<file path="config.mk">
export PLATFORM = sky130hd
export DESIGN_NAME = csu_ctrl
export DESIGN_NICKNAME = d
export VERILOG_FILES = /design/src/rtl/core/csu_pkg.sv /design/src/rtl/core/csu_ctrl.sv
export SDC_FILE = /design/constraint.sdc
export NUM_CORES = 1
export LEC_CHECK = 0
export BUFFER_PORTS_ARGS = -buffer_cell sky130_fd_sc_hd__buf_2
export CAP_MARGIN = 20
export CELL_PAD_IN_SITES_DETAIL_PLACEMENT = 1
export CELL_PAD_IN_SITES_GLOBAL_PLACEMENT = 2
export CORE_MARGIN = 2
export CORE_UTILIZATION = 23
export DETAILED_ROUTE_END_ITERATION = 10
export PLACE_DENSITY_LB_ADDON = 0.1
export SLEW_MARGIN = 20
export SYNTH_ARGS = -nofsm -noshare
export SYNTH_HDL_FRONTEND = slang
export SYNTH_SLANG_ARGS = --single-unit
export TNS_END_PERCENT = 5
</file>
<file path="constraint.sdc">
create_clock -name aclk -period 3.9 [get_ports aclk]
set_input_delay 0.195 -clock aclk [delete_from_list [all_inputs] [get_ports aclk]]
set_output_delay 0.195 -clock aclk [all_outputs]
set_load 0.02 [all_outputs]
</file>
<file path="src/rtl/core/csu_pkg.sv">
`timescale 1ns / 1ps
// shared types and constants of the cosine similarity unit
// no dependencies
package csu_pkg;

    localparam int ElemW     = 16;
    localparam int SumW      = 48;
    localparam int ProdW     = 96;
    localparam int RhsW      = ProdW + 30;
    localparam int WideW     = 130;
    localparam int QW        = 15;
    localparam int StepW     = 6;
    localparam int MaxVecLen = 65536;

    typedef enum logic [2:0] {
        ST_ACC,
        ST_CHECK,
        ST_MUL_P,
        ST_MUL_R,
        ST_SEARCH,
        ST_EMIT
    } csu_state_t;

    typedef enum logic {
        SEL_P,
        SEL_R
    } csu_sel_t;

    typedef struct packed {
        logic     take;
        logic     mul_init;
        csu_sel_t mul_sel;
        logic     mul_step;
        logic     srch_init;
        logic     srch_step;
        logic     emit;
    } csu_cmd_t;

    typedef struct packed {
        logic last_hit;
        logic degen;
        logic mul_last;
        logic srch_last;
        logic out_busy;
    } csu_status_t;

endpackage

</file>
<file path="src/rtl/core/csu_ctrl.sv">
`timescale 1ns / 1ps
// controller of the cosine similarity unit: sequences accumulate, multiply and search
// depends on csu_pkg
module csu_ctrl import csu_pkg::*; (
    input  logic        aclk,
    input  logic        aresetn,
    input  logic        s_tvalid,
    output logic        s_tready,
    input  csu_status_t status,
    output csu_cmd_t    cmd
);

    csu_state_t state_reg, state_next;

    always_ff @(posedge aclk) begin
        if (!aresetn) begin
            state_reg <= ST_ACC;
        end else begin
            state_reg <= state_next;
        end
    end

    always_comb begin
        state_next = state_reg;
        cmd        = '0;
        s_tready   = 1'b0;
        case (state_reg)
            ST_ACC: begin
                s_tready = 1'b1;
                cmd.take = s_tvalid;
                if (s_tvalid && status.last_hit) begin
                    state_next = ST_CHECK;
                end
            end
            ST_CHECK: begin
                if (status.degen) begin
                    state_next = ST_EMIT;
                end else begin
                    cmd.mul_init = 1'b1;
                    cmd.mul_sel  = SEL_P;
                    state_next   = ST_MUL_P;
                end
            end
            ST_MUL_P: begin
                cmd.mul_step = 1'b1;
                cmd.mul_sel  = SEL_P;
                if (status.mul_last) begin
                    cmd.mul_init = 1'b1;
                    cmd.mul_sel  = SEL_R;
                    state_next   = ST_MUL_R;
                end
            end
            ST_MUL_R: begin
                cmd.mul_step = 1'b1;
                cmd.mul_sel  = SEL_R;
                if (status.mul_last) begin
                    state_next = ST_SEARCH;
                end
            end
            ST_SEARCH: begin
                cmd.srch_step = 1'b1;
                if (status.srch_last) begin
                    state_next = ST_EMIT;
                end
            end
            ST_EMIT: begin
                if (!status.out_busy) begin
                    cmd.emit   = 1'b1;
                    state_next = ST_ACC;
                end
            end
            default: begin
                state_next = ST_ACC;
            end
        endcase
        cmd.srch_init = (state_reg == ST_MUL_R) && status.mul_last;
    end

endmodule

</file>
==> metrics.yaml <==
outcome:
  status: "finished, final reports clean"
die:
  die_w_um: 40.14
  coreArea_um2: 1252
  rows: 13
  die_area_um2: 1611
  ios: 16
  start_util_pct: 23.98
  dieHeight_um: 40.14
timing:
  rsz0062_at_grt: "no"
  final_max_slew_viol_count: 0
  relSlewSlack_pct: 71.33
  fmax_ghz: 0.6447
  timing.final.crit_period_ns: 1.551
  skew_ns: 0.0008024
  worst_pin_slew_ns: 0.4295
  final-hold-violation-count: 0
  finalWorstSetupSlack_ns: 2.349
  post-route-period-util_pct: 39.77
  setup_tns_ns: 0
  setup_viol: 0
power_and_ir_drop:
  p_leak_nw: 0.1881
  p_comb_share_pct: 46.2
  p_per_area_nw_per_um2: 548.4
  swShare_pct: 42.95
  peakVddDrop_mv: 0.1798
  clock_power_share_pct: 24.9
  intPower_mw: 0.1202
  seqPwrFrac_pct: 28.8
  switchingPower_mw: 0.09048
grt:
  grt_pass1_wl_um: 1317
  grt-ovfl-total: 0
  grt_pass1_vias: 309
  grt.total_usage_pct: 12.71
  grt_max_degree: 13
  antenna_found_initial: 0
cells_and_area:
  utilization_pct: 30.67
  multi_input_area_um2: 192.7
  largest_register_ffs: 3
  final_cell_mix: "15 x buf_2, 6 x nor2_1, 3 x inv_1, 3 x clkbuf_4, 3 x dfxtp_1"
  regArea_um2: 60.06
  antennaDiodeCount: 0
  fillers: 164
  drive_above_1_share_pct: 44.23
  layout_commonest_cell: "buf_2"
  syn2layout_area_growth_pct: 27.92
  nets: 61
synthesis:
  synth_cell_types: 23
  syn_avg_cell_area_um2: 8.341
  synth_seq_area_share_pct: 20.00
  synth_edf_count: 0
  synthSimpleGateAreaFrac_pct: 37.08
  synthMuxAreaShare_pct: 0
  ys_ff_latch: 3
  synth_flop_cell: "dfxtp_1"
  synth_cells: 36
  synth-adder-area-share_pct: 0
  yosysWarnings: 0
  synthArstFlopShare_pct: 0
  syn_nets: 44
  synth_compound_area_share_pct: 27.08
  synth_xor_xnor_area_share_pct: 0
  synth_top_family_by_area: "simple AND/OR/NAND/NOR gates"
  synth_area_um2: 300.3
worst_hold_path:
  holdCritStartpoint: "aresetn"
  hp-class: "primary input to flip-flop"
setup_path:
  rrSetupSlack_ns: 2.50
  crit_start: "state_reg[1]"
  required_ns: 3.70
  arrival_ns: 1.36
  slowest_stage: "dfxtp_1"
  cp_cell_sequence: "nand2b_2, inv_1, and3_1, buf_2"
  end_kind: "output port"
  start_kind: "flip-flop"
  crit_type: "flip-flop to output port"
  crit_family: "flip-flops"
  critPathMaxFanout: 10
  timing.rr.start: "state_reg[2]"
  worst-path-buf-inv: 2
  crit_path_max_incr_delay_ns: 0.57
cts:
  holdBufCountCts: 0
  cts_buffer_depth: 2
  cts_tree: "yes"
  cts_repair_resize_count: 0
  cts_sinks: 3
  cts_buffers: 3
  clkSlewWorstSetupHoldPaths_ns: 0.04
  clkLatencyLatePin_ns: 0.23
  postCtsSetupBuffers: 0
  cts_max_level: 1
  clockRootBuffer: "clkbuf_4"
detailed_routing:
  ant_nets: 0
  wl_per_cell_um: 11.43
  viasPerCell: 4.806
  remaining_drc_errors: 0
  wl_um: 766
  detail_route.first_pass.iterations: 2
  vias: 322
  drt_iter0_markers: 3
flow_run:
  cap_violations: 0
placed_design:
  gp_congestion: 0.7455
  hpwl_um: 621.1
  port_buffers: 15
  dpl_worst_slack_ns: 2.499
-- layer usage --
metal	share of wire, %	global-route usage, %
met3	7.3	2.222
met2	48	19.35
met1	43	14.43
met4	1.7	12.93
met5	0	0
-- stage by stage --
step	instances	cell area [um2]	power, mW	hold WS [ns]
after global routing	67	384.1	0.2310	0.2375
final	67	384.1	0.2107	0.2457
after global placement	63	357.8	0.1567	0.4621
after detailed placement	63	357.8	0.1600	0.4743
after floorplan	36	300.3	0.1428	0.3125
after CTS	67	384.1	0.2159	0.2322
-- cells by family (layout without fill, tap and decap cells) --
group,Yosys count,after routing
flops,3,3
buf+inv,6,22
simple gates,18,18
compound gates,9,9
-- final timing paths --
kind,to,depth (start not counted)
worst min-delay path,state_reg[1],2
worst max register to register,state_reg[0],4
worst max-delay path,cmd[2],4
worst min register to register,state_reg[2],1
-- synth_stat cells (2+ instances only) --
library cell,count,area [um2]
nor2_1,6,22.52
dfxtp_1,3,60.06
inv_1,3,11.26
a211o_1,2,17.52
a21oi_1,2,10.01
buf_6,2,22.52
nand3b_1,2,15.01
-- worst register-to-register path, delay by kind of cell, from the launching register on --
kind	cells	cell delay, ns
AND/OR/NAND/NOR	1	0.23
AO/OA/AOI/OAI	3	0.55
flip-flops	1	0.50
-- power by group through the flow --
stage	Combinational, mW	Sequential (mW)	Clock, mW
after global placement	0.0959	0.0608	0
after floorplan	0.0985	0.0442	0
after global routing	0.107	0.0639	0.0604
after CTS	0.0990	0.0608	0.0561
after detailed placement	0.0987	0.0613	0
final	0.0974	0.0607	0.0525
-- cell type report --
cell class	count	area share, %
multi-input combinational	27	50.16
timing repair buffer	15	19.54
sequential	3	15.64
clock buffer	4	6.840
tap	15	4.886
inverter	3	2.932
Power figures use the tool's default switching activity.
